File: src/hdl/irb_pkg.sv
package irb_pkg;

    localparam int IMG_SIZE  = 256;
    localparam int FRAC_BITS = 8;
    localparam int Q_BITS    = 14;

    localparam int FIELD_W   = 8;
    localparam int PIX_W     = 8;
    localparam int CFG_W     = 16;
    localparam int CFG_IDX_W = 2;

    localparam int COORD_W    = $clog2(IMG_SIZE);
    localparam int BANK_AW    = 2 * (COORD_W - 1);
    localparam int BANK_DEPTH = 1 << BANK_AW;

    localparam int DIFF_W = FIELD_W + 1;
    localparam int PROD_W = CFG_W + DIFF_W;
    localparam int SRC_W  = PROD_W + 2;

    localparam logic signed [SRC_W-1:0] SRC_LIM = SRC_W'(longint'(IMG_SIZE) << Q_BITS);

    localparam int WGT_W = FRAC_BITS + 1;
    localparam int TOP_W = FRAC_BITS + PIX_W;
    localparam int ACC_W = 2 * FRAC_BITS + PIX_W + 1;
    localparam int ONE   = 1 << FRAC_BITS;
    localparam int RND   = 1 << (2 * FRAC_BITS - 1);

    localparam logic signed [CFG_W-1:0] COS_RESET    = 16'sd16384;
    localparam logic signed [CFG_W-1:0] SIN_RESET    = 16'sd0;
    localparam logic [PIX_W-1:0]        CENTER_RESET = 8'd128;

    typedef enum logic [CFG_IDX_W-1:0] {
        CFG_COS    = 2'd0,
        CFG_SIN    = 2'd1,
        CFG_CENTER = 2'd2
    } t_cfg_idx;

    typedef enum logic {
        REQ_LOAD  = 1'b0,
        REQ_QUERY = 1'b1
    } t_req;

    typedef struct packed {
        logic               query;
        logic [FIELD_W-1:0] row;
        logic [FIELD_W-1:0] col;
        logic [FIELD_W-1:0] pix;
    } t_item;

    typedef struct packed {
        t_item                item;
        logic                 hit;
        logic [COORD_W-1:0]   r0;
        logic [COORD_W-1:0]   c0;
        logic [FRAC_BITS-1:0] fr;
        logic [FRAC_BITS-1:0] fc;
    } t_src;

    typedef struct packed {
        logic                 hit;
        logic [FRAC_BITS-1:0] fr;
        logic [FRAC_BITS-1:0] fc;
        logic [PIX_W-1:0]     a;
        logic [PIX_W-1:0]     b;
        logic [PIX_W-1:0]     c;
        logic [PIX_W-1:0]     d;
    } t_quad;

endpackage

File: src/hdl/irb_req_if.sv
interface irb_req_if import irb_pkg::*; ();
    logic               valid;
    logic               ready;
    logic               req_type;
    logic [FIELD_W-1:0] row;
    logic [FIELD_W-1:0] col;
    logic [FIELD_W-1:0] pixel_in;

    modport source (output valid, output req_type, output row, output col, output pixel_in,
                    input ready);
    modport sink (input valid, input req_type, input row, input col, input pixel_in,
                  output ready);
endinterface

File: src/hdl/irb_map.sv
module irb_map import irb_pkg::*; (
    input  logic                    i_clk,
    input  logic                    i_rst_n,
    input  logic signed [CFG_W-1:0] i_cos,
    input  logic signed [CFG_W-1:0] i_sin,
    input  logic [PIX_W-1:0]        i_center,
    irb_req_if.sink                 i_req,
    output logic                    o_valid,
    output t_src                    o_src,
    input  logic                    i_ready
);

    logic rdy1, rdy2, rdy3;

    logic                     r_v1, r_v2, r_v3;
    t_item                    r_it1, r_it2;
    logic signed [DIFF_W-1:0] r_dr1, r_dc1;
    logic signed [PROD_W-1:0] r_pcr, r_psc, r_psr, r_pcc;
    t_src                     r_src3;

    t_item                    n_it1;
    logic signed [DIFF_W-1:0] n_dr1, n_dc1;
    logic signed [PROD_W-1:0] n_pcr, n_psc, n_psr, n_pcc;
    logic signed [SRC_W-1:0]  n_cq, n_sr, n_sc;
    t_src                     n_src3;

    assign rdy3        = !r_v3 || i_ready;
    assign rdy2        = !r_v2 || rdy3;
    assign rdy1        = !r_v1 || rdy2;
    assign i_req.ready = rdy1;

    // stage 1: offsets from the centre
    always_comb begin
        n_it1.query = i_req.req_type;
        n_it1.row   = i_req.row;
        n_it1.col   = i_req.col;
        n_it1.pix   = i_req.pixel_in;
        n_dr1       = $signed({1'b0, i_req.row}) - $signed({1'b0, i_center});
        n_dc1       = $signed({1'b0, i_req.col}) - $signed({1'b0, i_center});
    end

    // stage 2: rotation products
    always_comb begin
        n_pcr = PROD_W'(i_cos) * PROD_W'(r_dr1);
        n_psc = PROD_W'(i_sin) * PROD_W'(r_dc1);
        n_psr = PROD_W'(i_sin) * PROD_W'(r_dr1);
        n_pcc = PROD_W'(i_cos) * PROD_W'(r_dc1);
    end

    // stage 3: source point, range test and split into integer and fraction
    always_comb begin
        n_cq          = $signed(SRC_W'({i_center, {Q_BITS{1'b0}}}));
        n_sr          = SRC_W'(r_pcr) - SRC_W'(r_psc) + n_cq;
        n_sc          = SRC_W'(r_psr) + SRC_W'(r_pcc) + n_cq;
        n_src3.item   = r_it2;
        n_src3.hit    = !n_sr[SRC_W-1] && !n_sc[SRC_W-1] && (n_sr < SRC_LIM)
                        && (n_sc < SRC_LIM);
        n_src3.r0     = n_sr[Q_BITS +: COORD_W];
        n_src3.c0     = n_sc[Q_BITS +: COORD_W];
        n_src3.fr     = n_sr[Q_BITS-FRAC_BITS +: FRAC_BITS];
        n_src3.fc     = n_sc[Q_BITS-FRAC_BITS +: FRAC_BITS];
    end

    always_ff @(posedge i_clk) begin
        if (!i_rst_n) begin
            r_v1 <= 1'b0;
            r_v2 <= 1'b0;
            r_v3 <= 1'b0;
        end else begin
            if (rdy1) begin
                r_v1 <= i_req.valid;
            end
            if (rdy2) begin
                r_v2 <= r_v1;
            end
            if (rdy3) begin
                r_v3 <= r_v2;
            end
        end
    end

    always_ff @(posedge i_clk) begin
        if (rdy1 && i_req.valid) begin
            r_it1 <= n_it1;
            r_dr1 <= n_dr1;
            r_dc1 <= n_dc1;
        end
        if (rdy2 && r_v1) begin
            r_it2 <= r_it1;
            r_pcr <= n_pcr;
            r_psc <= n_psc;
            r_psr <= n_psr;
            r_pcc <= n_pcc;
        end
        if (rdy3 && r_v2) begin
            r_src3 <= n_src3;
        end
    end

    assign o_valid = r_v3;
    assign o_src   = r_src3;

endmodule

File: src/flat_wrapper.sv
// flat-port wrapper written by rule: the top's interface ports become plain ports
module irb_map_flat import irb_pkg::*;
  (i_clk, i_rst_n, i_cos, i_sin, i_center, o_valid, o_src, i_ready, i_req_valid, i_req_req_type, i_req_row, i_req_col, i_req_pixel_in, i_req_ready);
  irb_req_if i_req_i ();
  input  logic i_clk;
  input  logic i_rst_n;
  input  logic signed [CFG_W-1:0] i_cos;
  input  logic signed [CFG_W-1:0] i_sin;
  input  logic [PIX_W-1:0] i_center;
  output logic o_valid;
  output t_src o_src;
  input  logic i_ready;
  input wire logic [$bits(i_req_i.valid)-1:0] i_req_valid;
  input wire logic [$bits(i_req_i.req_type)-1:0] i_req_req_type;
  input wire logic [$bits(i_req_i.row)-1:0] i_req_row;
  input wire logic [$bits(i_req_i.col)-1:0] i_req_col;
  input wire logic [$bits(i_req_i.pixel_in)-1:0] i_req_pixel_in;
  output wire logic [$bits(i_req_i.ready)-1:0] i_req_ready;
  assign i_req_i.valid = i_req_valid;
  assign i_req_i.req_type = i_req_req_type;
  assign i_req_i.row = i_req_row;
  assign i_req_i.col = i_req_col;
  assign i_req_i.pixel_in = i_req_pixel_in;
  assign i_req_ready = i_req_i.ready;
  irb_map u_core (.i_clk(i_clk), .i_rst_n(i_rst_n), .i_cos(i_cos), .i_sin(i_sin), .i_center(i_center), .i_req(i_req_i), .o_valid(o_valid), .o_src(o_src), .i_ready(i_ready));
endmodule
File: config.mk
export PLATFORM = sky130hd
export DESIGN_NAME = irb_map_flat
export DESIGN_NICKNAME = d
export VERILOG_FILES = /design/src/hdl/irb_pkg.sv /design/src/hdl/irb_req_if.sv /design/src/hdl/irb_map.sv /design/src/flat_wrapper.sv
export SDC_FILE = /design/constraint.sdc
export NUM_CORES = 2
export LEC_CHECK = 0
export CORE_MARGIN = 2
export CORE_UTILIZATION = 62
export DETAILED_ROUTE_END_ITERATION = 6
export DONT_BUFFER_PORTS = 1
export PLACE_DENSITY = 0.76
export SETUP_SLACK_MARGIN = 0.2
export SYNTH_ARGS = -nofsm -noshare
export SYNTH_HDL_FRONTEND = slang
export SYNTH_SLANG_ARGS = --single-unit
File: constraint.sdc
create_clock -name i_clk -period 26.3 [get_ports i_clk]
set_input_delay 2.63 -clock i_clk [delete_from_list [all_inputs] [get_ports i_clk]]
set_output_delay 2.63 -clock i_clk [all_outputs]
set_load 0.03 [all_outputs]
== After elaboration in Yosys (flattened, before gate mapping) ==
Cells that the tools add are included.

* Register bits: 229
* Logic and storage cells: 52

* $add $sub $neg: 6
* Multipliers: 4
* $lt $le $gt $ge: 2
* Reductions and logical operators: 14

{| class="wikitable"
|+ Operator list
! cell !! number
|-
| $mul A16 B9 Y25 || 4
|-
| $add A27 B23 Y27 || 2
|-
| $lt A27 B24 Y1 const B || 2
|-
| $add A25 B25 Y26 || 1
|-
| $sub A25 B25 Y26 || 1
|-
| $sub A8 B8 Y9 || 2
|-
| $logic_and A1 B1 Y1 || 6
|-
| $logic_not A1 Y1 || 5
|-
| $logic_or A1 B1 Y1 || 3
|}

== Longest topological paths before layout ==
* Depth after elaboration: 6
* Mapped depth: 22
* Mapped depth without buffers: 22

== Worst setup path before layout ==
Ideal clock, no wire load.

* Path kind: input -> register
* From: in i_ready
* To: reg u_core.r_it2, in the netlist u_core.n_src3[33] (enable)
* Library setup time: 0.800 ns
* Arrival time: 11.757 ns
* Required time: 25.500 ns
* Path slack: 13.743 ns
* Cell stages on the path: 2
* Path through: nor2b_1 -> a21boi_0

* Cells in the longest elaborated chain, start to end: 3

{| class="wikitable"
|+ Ends and longest elaborated chain
! what !! line !! source
|-
| from (decl) || flat_wrapper.sv:12 || <nowiki>input logic i_ready;</nowiki>
|-
| $logic_or A1 B1 Y1 || irb_map.sv:27 || <nowiki>assign rdy3 = !r_v3 || i_ready;</nowiki>
|-
| $logic_or A1 B1 Y1 || irb_map.sv:28 || <nowiki>assign rdy2 = !r_v2 || rdy3;</nowiki>
|-
| $logic_and A1 B1 Y1 || irb_map.sv:88 || <nowiki>if (rdy2 && r_v1) begin</nowiki>
|-
| to (signal assigned) || irb_map.sv:89 || <nowiki>r_it2 <= r_it1;</nowiki>
|-
| to (decl) || irb_map.sv:16 || <nowiki>t_item r_it1, r_it2;</nowiki>
|}

Every way passes these cells.
A chain may end at the register's enable or synchronous reset.

== Worst setup path after layout ==
* From: in i_sin[8]
* To: reg u_core.r_psc[21] (data pin)

* Cells in the longest elaborated chain, start to end: 1

{| class="wikitable"
|+ Ends and longest elaborated chain
! what !! line !! source
|-
| from (decl) || flat_wrapper.sv:8 || <nowiki>input logic signed [CFG_W-1:0] i_sin;</nowiki>
|-
| $mul A16 B9 Y25 || irb_map.sv:45 || <nowiki>n_psc = PROD_W'(i_sin) * PROD_W'(r_dc1);</nowiki>
|-
| via u_core.n_psc[21] || irb_map.sv:23 || <nowiki>logic signed [PROD_W-1:0] n_pcr, n_psc, n_psr, n_pcc;</nowiki>
|-
| to (signal assigned) || irb_map.sv:91 || <nowiki>r_psc <= n_psc;</nowiki>
|-
| to (decl) || irb_map.sv:18 || <nowiki>logic signed [PROD_W-1:0] r_pcr, r_psc, r_psr, r_pcc;</nowiki>
|}

The timed path passes the listed nets, and every way through them passes these cells.

==> impl_metrics.env <==
export IMPL_slew_violations=0
export IMPL_num_io_pins=129
export IMPL_synth_top_area_cell="fa_1"
export IMPL_relSlewSlack_pct=27.6
export IMPL_cts_root_buffer="clkbuf_16"
export IMPL_syn_inst=2978
export IMPL_worst_pin_slew_ns=1.09
export IMPL_cpMaxStageDelayCell="fa_1"
export IMPL_avgSynthCellArea_um2=10.1
export IMPL_cts_hold_buf=0
export IMPL_cts_tree="built"
export IMPL_fin_skew_ns=0.0172
export IMPL_die_y_um=224
export IMPL_clockBufferDepth=3
export IMPL_synthToLayoutAreaGrowth_pct=4.93
export IMPL_syn_nets=3815
export IMPL_cts_max_level=1
export IMPL_antenna_found_initial=0
export IMPL_setup_viol=0
export IMPL_rsz0062_at_grt="false"
export IMPL_maxCapViolCount=0
export IMPL_grt_pass1_wl_mm=115
export IMPL_firstDrtPassIters=5
export IMPL_timing_setup_tns_ns=0
export IMPL_gp_congestion=0.874
export IMPL_start_util_pct=62.9
export IMPL_nets=3772
export IMPL_max_freq_ghz=0.134
export IMPL_async_flop_share_pct=0
export IMPL_wl_per_cell_um=19.8
export IMPL_viasPerCell=5.75
export IMPL_die_area_um2=50300
export IMPL_synth_edf_count=226
export IMPL_hpwlAfterDp_mm=53.7
export IMPL_die_w_um=224
export IMPL_final_common_cell="inv_1"
export IMPL_place_port_buffers=0
export IMPL_synthTopCellsByArea="fa_1 (32%), edfxtp_1 (23%), ha_1 (12%)"
export IMPL_critPathLaunchType="input pin"
export IMPL_drt_wl_total_mm=70.7
export IMPL_netlist_area_um2=30100
export IMPL_post_cts_buffers=0
export IMPL_cp_required_ns=26.61
export IMPL_ys_flop_type="edfxtp_1"
export IMPL_status="complete, no violations"
export IMPL_grt_pass1_vias=21881
export IMPL_antenna_cells=0
export IMPL_clock_latency_ns=0.57
export IMPL_end_kind="flop"
export IMPL_drive_above_1_share_pct=3.08
export IMPL_numCtsBuffers=26
export IMPL_grt_max_degree=78
export IMPL_crit_type="in -> reg"
export IMPL_period_needed_ns=7.47
export IMPL_crit_chain="nand2_1 -> fa_1 -> inv_1 -> fa_1 -> inv_1 -> fa_1 -> inv_1 -> fa_1 -> fa_1 -> ha_1 -> a21oi_1 -> o211ai_1 -> a21oi_1 -> o21ai_1 -> o41a_1 -> a41oi_1 -> nor2b_1 -> xnor2_1"
export IMPL_core_rowCount=80
export IMPL_final_cell_mix="inv_1 (611), fa_1 (480), nand2_1 (333), ha_1 (288), and2_1 (241)"
export IMPL_gr_usage_all_layers_pct=29.4
export IMPL_clock_sinks=229
export IMPL_post_route_period_util_pct=28.4
export IMPL_ys_warnings_count=0
export IMPL_synthDistinctLibCells=69
export IMPL_cp_max_fo=18
export IMPL_first_iter_violations=1126
export IMPL_overflow=0
export IMPL_core_area_um2=47800
export IMPL_num_vias=20531
export IMPL_ant_nets=0
export IMPL_arrival_ns=7.78
export IMPL_yosysSeqAreaShare_pct=22.7
export IMPL_ys_ff_latch=229
export IMPL_hp_class="reg -> reg"
export IMPL_hold_viol_final=0
export IMPL_synth_top_area_share_pct=31.9
export IMPL_crit_path_frequent_cell="fa_1"
export IMPL_critPathMaxStageDelay_ns=0.56
export IMPL_cts_resized=0
export IMPL_path_clk_slew_ns=0.06
export IMPL_drc_errors=0
## routing by layer
metal	vias to the layer above	track usage, %	share of wire (%)
met5	-	0	0
met4	0	12.2	4.8
met3	178	4.92	6.7
met2	680	50.0	50
met1	10464	37.6	39
li1	9209	-	-
## Yosys cell counts, drive strengths merged, types with 4 or more instances
cell       n
o21ai     48
a21o      44
a31o       4
o311ai     4
and2     242
a21boi     6
nand3     23
nor3      37
or3        4
edfxtp   226
xor2      36
o21a      23
ha       288
inv      611
a31oi      9
nor2     123
clkbuf    94
and3      15
a211o      4
o41ai      6
nand2    333
nor2b     18
a2111oi    5
xnor2    102
o41a       4
or2        4
fa       480
nand2b    47
o211ai     6
nand4      7
a21oi     78
a211oi     4
## worst max-delay path, delay by kind of cell
kind | cells | cell delay (ns)
fa+ha+maj | 6 | 2.84
compound gates | 6 | 1.74
simple gates | 2 | 0.29
buf+inv | 3 | 0.17
xor+xnor | 1 | 0.10
## layout make-up
class	count	area (um2)
Sequential cell	229	6850
Inverter	611	2290
Fill cell	3769	16300
Clock buffer	31	669
Clock inverter	17	191
Timing Repair Buffer	23	173
Tap cell	615	769
Multi-Input combinational cell	2044	20600
## logic make-up after synthesis
kind of cell,share of synthesized area (%)
simple gates,14.0
fa+ha+maj,43.9
buf+inv,8.79
compound gates,6.46
flops,22.7
xor+xnor,4.01
mux,0.104
## final timing paths
kind                    start                end  slack (ns)  cells past startpoint
min          u_core.r_it1[18]  u_core.n_src3[51]        0.41                      0
min reg2reg  u_core.r_it1[18]  u_core.n_src3[51]        0.41                      0
max                  i_sin[8]   u_core.r_psc[21]       18.83                     18
max reg2reg   u_core.r_dc1[0]   u_core.r_psc[21]       20.07                     19
## registers in the layout, summed over array words and instances, names as in the netlist
signal          count
u_core.r_dc1        9
u_core.r_v2         1
u_core.o_src       58
u_core.n_src3      25
u_core.r_v1         1
u_core.r_dr1        9
u_core.r_psc       25
u_core.r_pcc       25
u_core.r_psr       25
u_core.o_valid      1
u_core.r_pcr       25
u_core.r_it1       25
## metrics by stage
stage	hold WS [ns]	util (%)	std cells	setup slack [ns]	cell area (um2)
after detailed placement	0.405	64.2	3522	18.28	30700
final	0.414	66.0	3570	18.83	31600
after global routing	0.422	66.0	3570	18.60	31600
after floorplan	0.400	-	2978	13.74	30100
after CTS	0.416	66.0	3570	18.88	31600
after global placement	0.400	64.2	3522	18.38	30700
Power is left out: the tool's default activity adds up to more than one toggle a clock period on the data nets, which glitch-free logic cannot reach.
