## src/hdl/irb_pkg.sv

```systemverilog
package irb_pkg;

    localparam int IMG_SIZE  = 256;
    localparam int FRAC_BITS = 8;
    localparam int Q_BITS    = 14;

    localparam int FIELD_W   = 8;
    localparam int PIX_W     = 8;
    localparam int CFG_W     = 16;
    localparam int CFG_IDX_W = 2;

    localparam int COORD_W    = $clog2(IMG_SIZE);
    localparam int BANK_AW    = 2 * (COORD_W - 1);
    localparam int BANK_DEPTH = 1 << BANK_AW;

    localparam int DIFF_W = FIELD_W + 1;
    localparam int PROD_W = CFG_W + DIFF_W;
    localparam int SRC_W  = PROD_W + 2;

    localparam logic signed [SRC_W-1:0] SRC_LIM = SRC_W'(longint'(IMG_SIZE) << Q_BITS);

    localparam int WGT_W = FRAC_BITS + 1;
    localparam int TOP_W = FRAC_BITS + PIX_W;
    localparam int ACC_W = 2 * FRAC_BITS + PIX_W + 1;
    localparam int ONE   = 1 << FRAC_BITS;
    localparam int RND   = 1 << (2 * FRAC_BITS - 1);

    localparam logic signed [CFG_W-1:0] COS_RESET    = 16'sd16384;
    localparam logic signed [CFG_W-1:0] SIN_RESET    = 16'sd0;
    localparam logic [PIX_W-1:0]        CENTER_RESET = 8'd128;

    typedef enum logic [CFG_IDX_W-1:0] {
        CFG_COS    = 2'd0,
        CFG_SIN    = 2'd1,
        CFG_CENTER = 2'd2
    } t_cfg_idx;

    typedef enum logic {
        REQ_LOAD  = 1'b0,
        REQ_QUERY = 1'b1
    } t_req;

    typedef struct packed {
        logic               query;
        logic [FIELD_W-1:0] row;
        logic [FIELD_W-1:0] col;
        logic [FIELD_W-1:0] pix;
    } t_item;

    typedef struct packed {
        t_item                item;
        logic                 hit;
        logic [COORD_W-1:0]   r0;
        logic [COORD_W-1:0]   c0;
        logic [FRAC_BITS-1:0] fr;
        logic [FRAC_BITS-1:0] fc;
    } t_src;

    typedef struct packed {
        logic                 hit;
        logic [FRAC_BITS-1:0] fr;
        logic [FRAC_BITS-1:0] fc;
        logic [PIX_W-1:0]     a;
        logic [PIX_W-1:0]     b;
        logic [PIX_W-1:0]     c;
        logic [PIX_W-1:0]     d;
    } t_quad;

endpackage

```

## src/hdl/irb_res_if.sv

```systemverilog
interface irb_res_if import irb_pkg::*; ();
    logic             valid;
    logic             ready;
    logic [PIX_W-1:0] pixel_out;
    logic             inside_res;

    modport source (output valid, output pixel_out, output inside_res, input ready);
    modport sink (input valid, input pixel_out, input inside_res, output ready);
endinterface

```

## src/hdl/irb_blend.sv

```systemverilog
module irb_blend import irb_pkg::*; (
    input  logic      i_clk,
    input  logic      i_rst_n,
    input  logic      i_valid,
    input  t_quad     i_quad,
    output logic      o_ready,
    irb_res_if.source o_res
);

    logic rdy5, rdy6, rdy7;

    logic                 r_v5, r_v6, r_v7;
    logic                 r_in5, r_in6, r_in7;
    logic [FRAC_BITS-1:0] r_fr5;
    logic [TOP_W-1:0]     r_top5, r_bot5;
    logic [ACC_W-1:0]     r_pt6, r_pb6;
    logic [PIX_W-1:0]     r_pix7;

    logic [WGT_W-1:0]   n_wc, n_wr;
    logic [TOP_W-1:0]   n_top, n_bot;
    logic [ACC_W-1:0]   n_pt, n_pb, n_sum;
    logic [PIX_W:0]     n_val;
    logic [PIX_W-1:0]   n_pix;

    assign rdy7    = !r_v7 || o_res.ready;
    assign rdy6    = !r_v6 || rdy7;
    assign rdy5    = !r_v5 || rdy6;
    assign o_ready = rdy5;

    // stage 5: blend along the row
    always_comb begin
        n_wc  = WGT_W'(ONE) - WGT_W'(i_quad.fc);
        n_top = TOP_W'((TOP_W+1)'(n_wc) * (TOP_W+1)'(i_quad.a)
                     + (TOP_W+1)'(i_quad.fc) * (TOP_W+1)'(i_quad.b));
        n_bot = TOP_W'((TOP_W+1)'(n_wc) * (TOP_W+1)'(i_quad.c)
                     + (TOP_W+1)'(i_quad.fc) * (TOP_W+1)'(i_quad.d));
    end

    // stage 6: column weights
    always_comb begin
        n_wr = WGT_W'(ONE) - WGT_W'(r_fr5);
        n_pt = ACC_W'(n_wr) * ACC_W'(r_top5);
        n_pb = ACC_W'(r_fr5) * ACC_W'(r_bot5);
    end

    // stage 7: round half up and saturate
    always_comb begin
        n_sum = r_pt6 + r_pb6 + ACC_W'(RND);
        n_val = n_sum[ACC_W-1:2*FRAC_BITS];
        if (n_val > (PIX_W+1)'(255)) begin
            n_pix = '1;
        end else begin
            n_pix = n_val[PIX_W-1:0];
        end
    end

    always_ff @(posedge i_clk) begin
        if (!i_rst_n) begin
            r_v5 <= 1'b0;
            r_v6 <= 1'b0;
            r_v7 <= 1'b0;
        end else begin
            if (rdy5) begin
                r_v5 <= i_valid;
            end
            if (rdy6) begin
                r_v6 <= r_v5;
            end
            if (rdy7) begin
                r_v7 <= r_v6;
            end
        end
    end

    always_ff @(posedge i_clk) begin
        if (rdy5 && i_valid) begin
            r_in5  <= i_quad.hit;
            r_fr5  <= i_quad.fr;
            r_top5 <= n_top;
            r_bot5 <= n_bot;
        end
        if (rdy6 && r_v5) begin
            r_in6 <= r_in5;
            r_pt6 <= n_pt;
            r_pb6 <= n_pb;
        end
        if (rdy7 && r_v6) begin
            r_in7  <= r_in6;
            r_pix7 <= r_in6 ? n_pix : '0;
        end
    end

    assign o_res.valid      = r_v7;
    assign o_res.pixel_out  = r_pix7;
    assign o_res.inside_res = r_in7;

endmodule
```

## src/flat_wrapper.sv

```systemverilog
// flat-port wrapper written by rule: the top's interface ports become plain ports
module irb_blend_flat import irb_pkg::*;
  (i_clk, i_rst_n, i_valid, i_quad, o_ready, o_res_valid, o_res_pixel_out, o_res_inside_res, o_res_ready);
  irb_res_if o_res_i ();
  input  logic i_clk;
  input  logic i_rst_n;
  input  logic i_valid;
  input  t_quad i_quad;
  output logic o_ready;
  output wire logic [$bits(o_res_i.valid)-1:0] o_res_valid;
  output wire logic [$bits(o_res_i.pixel_out)-1:0] o_res_pixel_out;
  output wire logic [$bits(o_res_i.inside_res)-1:0] o_res_inside_res;
  input wire logic [$bits(o_res_i.ready)-1:0] o_res_ready;
  assign o_res_valid = o_res_i.valid;
  assign o_res_pixel_out = o_res_i.pixel_out;
  assign o_res_inside_res = o_res_i.inside_res;
  assign o_res_i.ready = o_res_ready;
  irb_blend u_core (.i_clk(i_clk), .i_rst_n(i_rst_n), .i_valid(i_valid), .i_quad(i_quad), .o_ready(o_ready), .o_res(o_res_i));
endmodule
```

## config.mk

```make
export PLATFORM = sky130hd
export DESIGN_NAME = irb_blend_flat
export DESIGN_NICKNAME = d
export VERILOG_FILES = /design/src/hdl/irb_pkg.sv /design/src/hdl/irb_res_if.sv /design/src/hdl/irb_blend.sv /design/src/flat_wrapper.sv
export SDC_FILE = /design/constraint.sdc
export NUM_CORES = 1
export LEC_CHECK = 0
export ABC_AREA = 1
export BUFFER_PORTS_ARGS = -buffer_cell sky130_fd_sc_hd__buf_2
export CORE_MARGIN = 2
export CORE_UTILIZATION = 40
export DETAILED_ROUTE_END_ITERATION = 8
export GPL_TIMING_DRIVEN = 0
export HOLD_SLACK_MARGIN = 0.12
export PLACE_DENSITY = 0.54
export SYNTH_ARGS = -nofsm -noshare
export SYNTH_HDL_FRONTEND = slang
export SYNTH_SLANG_ARGS = --single-unit
```

## constraint.sdc

```tcl
create_clock -name i_clk -period 19.05 [get_ports i_clk]
set_input_delay 1.905 -clock i_clk [delete_from_list [all_inputs] [get_ports i_clk]]
set_output_delay 1.905 -clock i_clk [all_outputs]
set_load 0.01 [all_outputs]
```

Word level (Yosys, flattened, before mapping)
Cells that the tools add are included.
{ "totals": {"wordCells": 35, "output_inout_bits": 11, "register_bits": 103} }
{ "op_classes": {"n_mul": 6, "muxes": 1, "magnitude_cmp": 1, "n_addsub": 6, "n_reduce_logical": 9} }
{ "ops": {"columns": ["cell", "n"], "rows": [
  ["$add A16 B16 Y16", 2],
  ["$mul A8 B8 Y16", 2],
  ["$mul A9 B8 Y16", 2],
  ["$add A25 B16 Y25 const B", 1],
  ["$add A25 B24 Y25", 1],
  ["$mul A9 B16 Y25", 1],
  ["$mul A8 B16 Y24", 1],
  ["$sub A9 B8 Y9 const A", 2],
  ["$gt A9 B8 Y1 const B", 1],
  ["$mux W8", 1],
  ["$logic_and A1 B1 Y1", 3],
  ["$logic_not A1 Y1", 3],
  ["$logic_or A1 B1 Y1", 3]
]} }

Logic depth before layout (Yosys ltp)
{ "depth": {"word_depth": 5, "mapped_depth": 32} }

Worst setup path after synthesis
Ideal clock, no wire load.
{ "synth_timing": {"path_kind": "input -> register", "start": "input port i_quad[32] in the netlist's numbering", "end": "register u_core.r_bot5[13], data pin", "required_ns": 18.785, "cell_stages": 29, "n_path_buf": 2, "arrival_time_ns": 7.642, "setup_time_ns": 0.265, "slack_ns": 11.143, "path_cell_list": "clkbuf_1 > clkbuf_1 > inv_1 > ha_1 > inv_1 > nor3_2 > inv_2 > or2_4 > o21ai_0 > nand2_2 > inv_1 > nand2_1 > fa_1 > fa_1 > inv_1 > fa_1 > fa_1 > fa_1 > inv_1 > fa_1 > inv_1 > ha_1 > nand2_1 > inv_1 > a21oi_1 > nand2_1 > a21oi_1 > o21ai_0 > xor2_1"} }
{ "synth_via": {"elab_chain_cells": 3} }
{ "synth_rtl": {"columns": ["item", "line_no", "text"], "rows": [
  ["from (decl)", "flat_wrapper.sv:8", "input t_quad i_quad;"],
  ["$sub A9 B8 Y9", "irb_blend.sv:32", "n_wc = WGT_W'(ONE) - WGT_W'(i_quad.fc);"],
  ["$mul A9 B8 Y16", "irb_blend.sv:35", "n_bot = TOP_W'((TOP_W+1)'(n_wc) * (TOP_W+1)'(i_quad.c)"],
  ["$add A16 B16 Y16 (*)", "irb_blend.sv:36", "+ (TOP_W+1)'(i_quad.fc) * (TOP_W+1)'(i_quad.d));"],
  ["named net u_core.n_bot[13]", "irb_blend.sv:20", "logic [TOP_W-1:0] n_top, n_bot;"],
  ["to (signal assigned)", "irb_blend.sv:80", "r_bot5 <= n_bot;"],
  ["to (decl)", "irb_blend.sv:15", "logic [TOP_W-1:0] r_top5, r_bot5;"]
]} }
The timed path passes the listed nets; every way through them passes the cells marked *.
A chain may end at the register's enable or synchronous reset.

Worst setup path in the final report
Ends and elaborated chain as after synthesis.

==> parameters.txt <==
Parameter                              Value

Run status
  Status ... complete, no violations

Placed design
  Total of buffers placed on input and output ports ... 33
  Final HPWL DP ... 48800 µm
  Final GP Congestion ... 0.902
  Number of cells after detailed placement ... 3680

Worst setup path
  Setup crit start kind ... input pin
  Required time reported for the critical path endpoint ... 19.16 ns
  Crit-path most repeated cell ... sky130_fd_sc_hd__inv_1
  Path type of the worst setup path ... input pin to flop
  Maximum net fanout on the critical path ... 10
  Worst Setup End Kind ... flop
  Data arrival at the endpoint of the critical path ... 9.25 ns
  Slowest cell on the critical path ... sky130_fd_sc_hd__xnor2_1
  Peak per-stage delay on the critical path ... 1.02 ns

Global routing
  Number of global-route vias before repair ... 18459
  Initial antenna violation count ... 2
  First-pass GRT wire length ... 93800 µm
  Final global-route overflow total ... 0
  Overall fraction of global-route tracks in use ... 0.196
  Largest net degree at the start of global routing ... 46

CTS
  Worst-case clock buffer depth ... 2
  Clock insertion delay at the later pin of the skew report ... 0.37 ns
  CTS clock-pin slew for the worst setup and hold paths ... 0.07 ns
  Cts bufs inserted ... 9
  Setup Fix Bufs, Post-CTS ... 0
  Maximum level of the CTS H-tree ... 3
  Resized cells post-CTS ... 0
  CTS root buffer ... sky130_fd_sc_hd__clkbuf_16
  TritonCTS clock tree ... yes
  Number of buffers inserted for hold repair after clock tree synthesis ... 0
  Clock sink count ... 103

Route
  Detailed-route wire length per cell ... 15.2 µm
  WL met2 ... 27900 µm
  WL met3 ... 2100 µm
  Drt first-iter violations ... 763
  Wire length on met1 ... 25000 µm
  Detailed-route wire length ... 56200 µm
  Iteration count of the initial detailed-routing pass ... 5
  Number of antenna-violating nets in the routed design ... 0
  Vias ... 17508
  Top sig layer ... met5
  DR DRC count ... 0
  Ratio of routed vias to standard cells ... 4.74

Timing
  Slew HR ... 0.116
  Clock Skews ... 0.0116 ns
  Maximum clock frequency ... 0.109 GHz
  Total negative setup slack ... 0 ns
  Measured slew at the worst slew-check pin ... 1.32 ns
  Endpoints failing setup ... 0
  RSZ-0062 raised after global routing ... false
  Post-route clock period utilization ... 0.480
  Final hold violation count ... 0
  Final Max Slew Viols ... 0
  Final period demand of the worst path ... 9.14 ns

Finish
  Highest-count cells in the layout ignoring fill and taps ... sky130_fd_sc_hd__inv_1, sky130_fd_sc_hd__nand2_1, sky130_fd_sc_hd__fa_1, sky130_fd_sc_hd__ha_1, sky130_fd_sc_hd__nor2_1
  Final cell count without fillers ... 3697
  Area grow syn2layout ... 6.32%
  Most common cell after layout, fill and taps aside ... sky130_fd_sc_hd__inv_1
  Share of layout cells above drive strength 1 ... 0.0313
  Final-stage net count ... 3635

Logic synthesis
  Number of synthesized register bits ... 103
  Mean area per synthesized cell ... 7.97 µm²
  Primary flip-flop cell chosen by synthesis mapping ... sky130_fd_sc_hd__edfxtp_1
  Synth Cell Area ... 23000 µm²
  Seq/Total Area, Yosys ... 0.133
  Syn_nets ... 3589
  Number of enable-type register cells in the synthesized netlist ... 100
  Netlist cell types ... 39
  Total of warnings raised by yosys ... 0
  Post-Synthesis Cells ... 2889
  Fraction of registers with async set or reset after synthesis ... 0

Floorplan
  Core footprint ... 56600 µm²
  Number of core rows ... 87
  Area of the die ... 59500 µm²
  Horizontal die dimension ... 244 µm
  Initial core utilization ... 0.407
  IO Pins ... 64
  Die Y-Extent ... 244 µm

Min path
  Worst hold path class ... flop to flop

Job
  Maxcap violations ... 0
-- cells in the mapped netlist, types with 3 or more instances --
| cell | instances | share of area |
|---|---|---|
| sky130_fd_sc_hd__xnor2_1 | 32 | 0.012 |
| sky130_fd_sc_hd__o31ai_1 | 3 | 0.00098 |
| sky130_fd_sc_hd__a31oi_1 | 4 | 0.0011 |
| sky130_fd_sc_hd__xor2_1 | 41 | 0.016 |
| sky130_fd_sc_hd__clkbuf_1 | 56 | 0.0091 |
| sky130_fd_sc_hd__nor4_1 | 6 | 0.0016 |
| sky130_fd_sc_hd__a21oi_1 | 111 | 0.024 |
| sky130_fd_sc_hd__buf_6 | 3 | 0.0015 |
| sky130_fd_sc_hd__dfxtp_1 | 3 | 0.0026 |
| sky130_fd_sc_hd__inv_1 | 797 | 0.13 |
| sky130_fd_sc_hd__o21bai_1 | 10 | 0.0033 |
| sky130_fd_sc_hd__nand2_1 | 639 | 0.10 |
| sky130_fd_sc_hd__nand3_1 | 56 | 0.012 |
| sky130_fd_sc_hd__nand4_1 | 20 | 0.0054 |
| sky130_fd_sc_hd__ha_1 | 262 | 0.14 |
| sky130_fd_sc_hd__nor2_1 | 232 | 0.038 |
| sky130_fd_sc_hd__buf_2 | 6 | 0.0013 |
| sky130_fd_sc_hd__o21ai_0 | 50 | 0.011 |
| sky130_fd_sc_hd__edfxtp_1 | 100 | 0.13 |
| sky130_fd_sc_hd__inv_2 | 6 | 0.00098 |
| sky130_fd_sc_hd__nor3_1 | 14 | 0.0030 |
| sky130_fd_sc_hd__a21o_1 | 6 | 0.0020 |
| sky130_fd_sc_hd__clkbuf_2 | 9 | 0.0020 |
| sky130_fd_sc_hd__o21ai_1 | 3 | 0.00065 |
| sky130_fd_sc_hd__fa_1 | 385 | 0.33 |
| sky130_fd_sc_hd__nor3_2 | 4 | 0.0017 |
| sky130_fd_sc_hd__buf_1 | 15 | 0.0024 |
-- state kept, by name (all words and copies together) (netlist names), 8 cells and up --
name                    cells
u_core.o_res.pixel_out      8
u_core.r_bot5              16
u_core.r_fr5                8
u_core.r_pb6               24
u_core.r_pt6               25
u_core.r_top5              16
-- critical path: cells and delay by family --
family,cells,cell delay (ns)
adders and majority gates,8,3.41
buffers and inverters,9,1.78
xor gates and xnor gates,2,1.18
AOI/OAI and AO/OA,3,0.51
and+or+nand+nor,3,0.45
-- path summary, 6_finish.rpt --
path                            cells after the start  slack [ns]             from                end
worst max-delay path                               25        9.91       i_quad[32]  u_core.r_bot5[13]
worst min-delay path                                0        0.44     u_core.r_in5       u_core.r_in6
worst max register to register                     22       12.06  u_core.r_fr5[1]   u_core.r_pt6[19]
worst min register to register                      0        0.44     u_core.r_in5       u_core.r_in6
-- layer usage --
metal / vias up / GRT usage
li1: 8593 / -
met1: 8502 / 0.254
met2: 346 / 0.355
met3: 65 / 0.0178
met4: 2 / 0.0443
met5: - / 0
-- final cells by class --
type / count / area [µm²]
fillers: 5783 / 32100
flip-flops and latches: 103 / 3060
repair buffers: 35 / 205
plain buffers: 90 / 383
inverters: 804 / 3020
clock buffers: 9 / 225
clock inverters: 7 / 75.1
well taps: 756 / 946
diodes: 1 / 2.50
multi-input cells: 1892 / 16600
-- through the flow --
| step | util | setup WS [ns] | hold slack (ns) | instance area (µm²) |
|---|---|---|---|---|
| after floorplan | - | 11.14 | 0.400 | 23000 |
| after global placement | 0.426 | 9.50 | 0.404 | 24100 |
| after detailed placement | 0.427 | 9.47 | 0.433 | 24200 |
| after CTS | 0.432 | 9.85 | 0.443 | 24500 |
| after global routing | 0.432 | 9.55 | 0.450 | 24500 |
| final | 0.432 | 9.91 | 0.440 | 24500 |
-- logic make-up (layout without fill, tap and decap cells) --
group                      after synthesis  after routing  share of synthesized area
and+or+nand+nor                        980            980                      0.169
buffers and inverters                  894            945                      0.148
adders and majority gates              647            647                      0.477
AOI/OAI and AO/OA                      191            191                     0.0443
DFF                                    103            103                      0.133
xor gates and xnor gates                74             74                     0.0285
other                                    0              1                          0
Power is not shown: default switching activity piles up to over one toggle a cycle in this logic, so the estimate is an artifact.
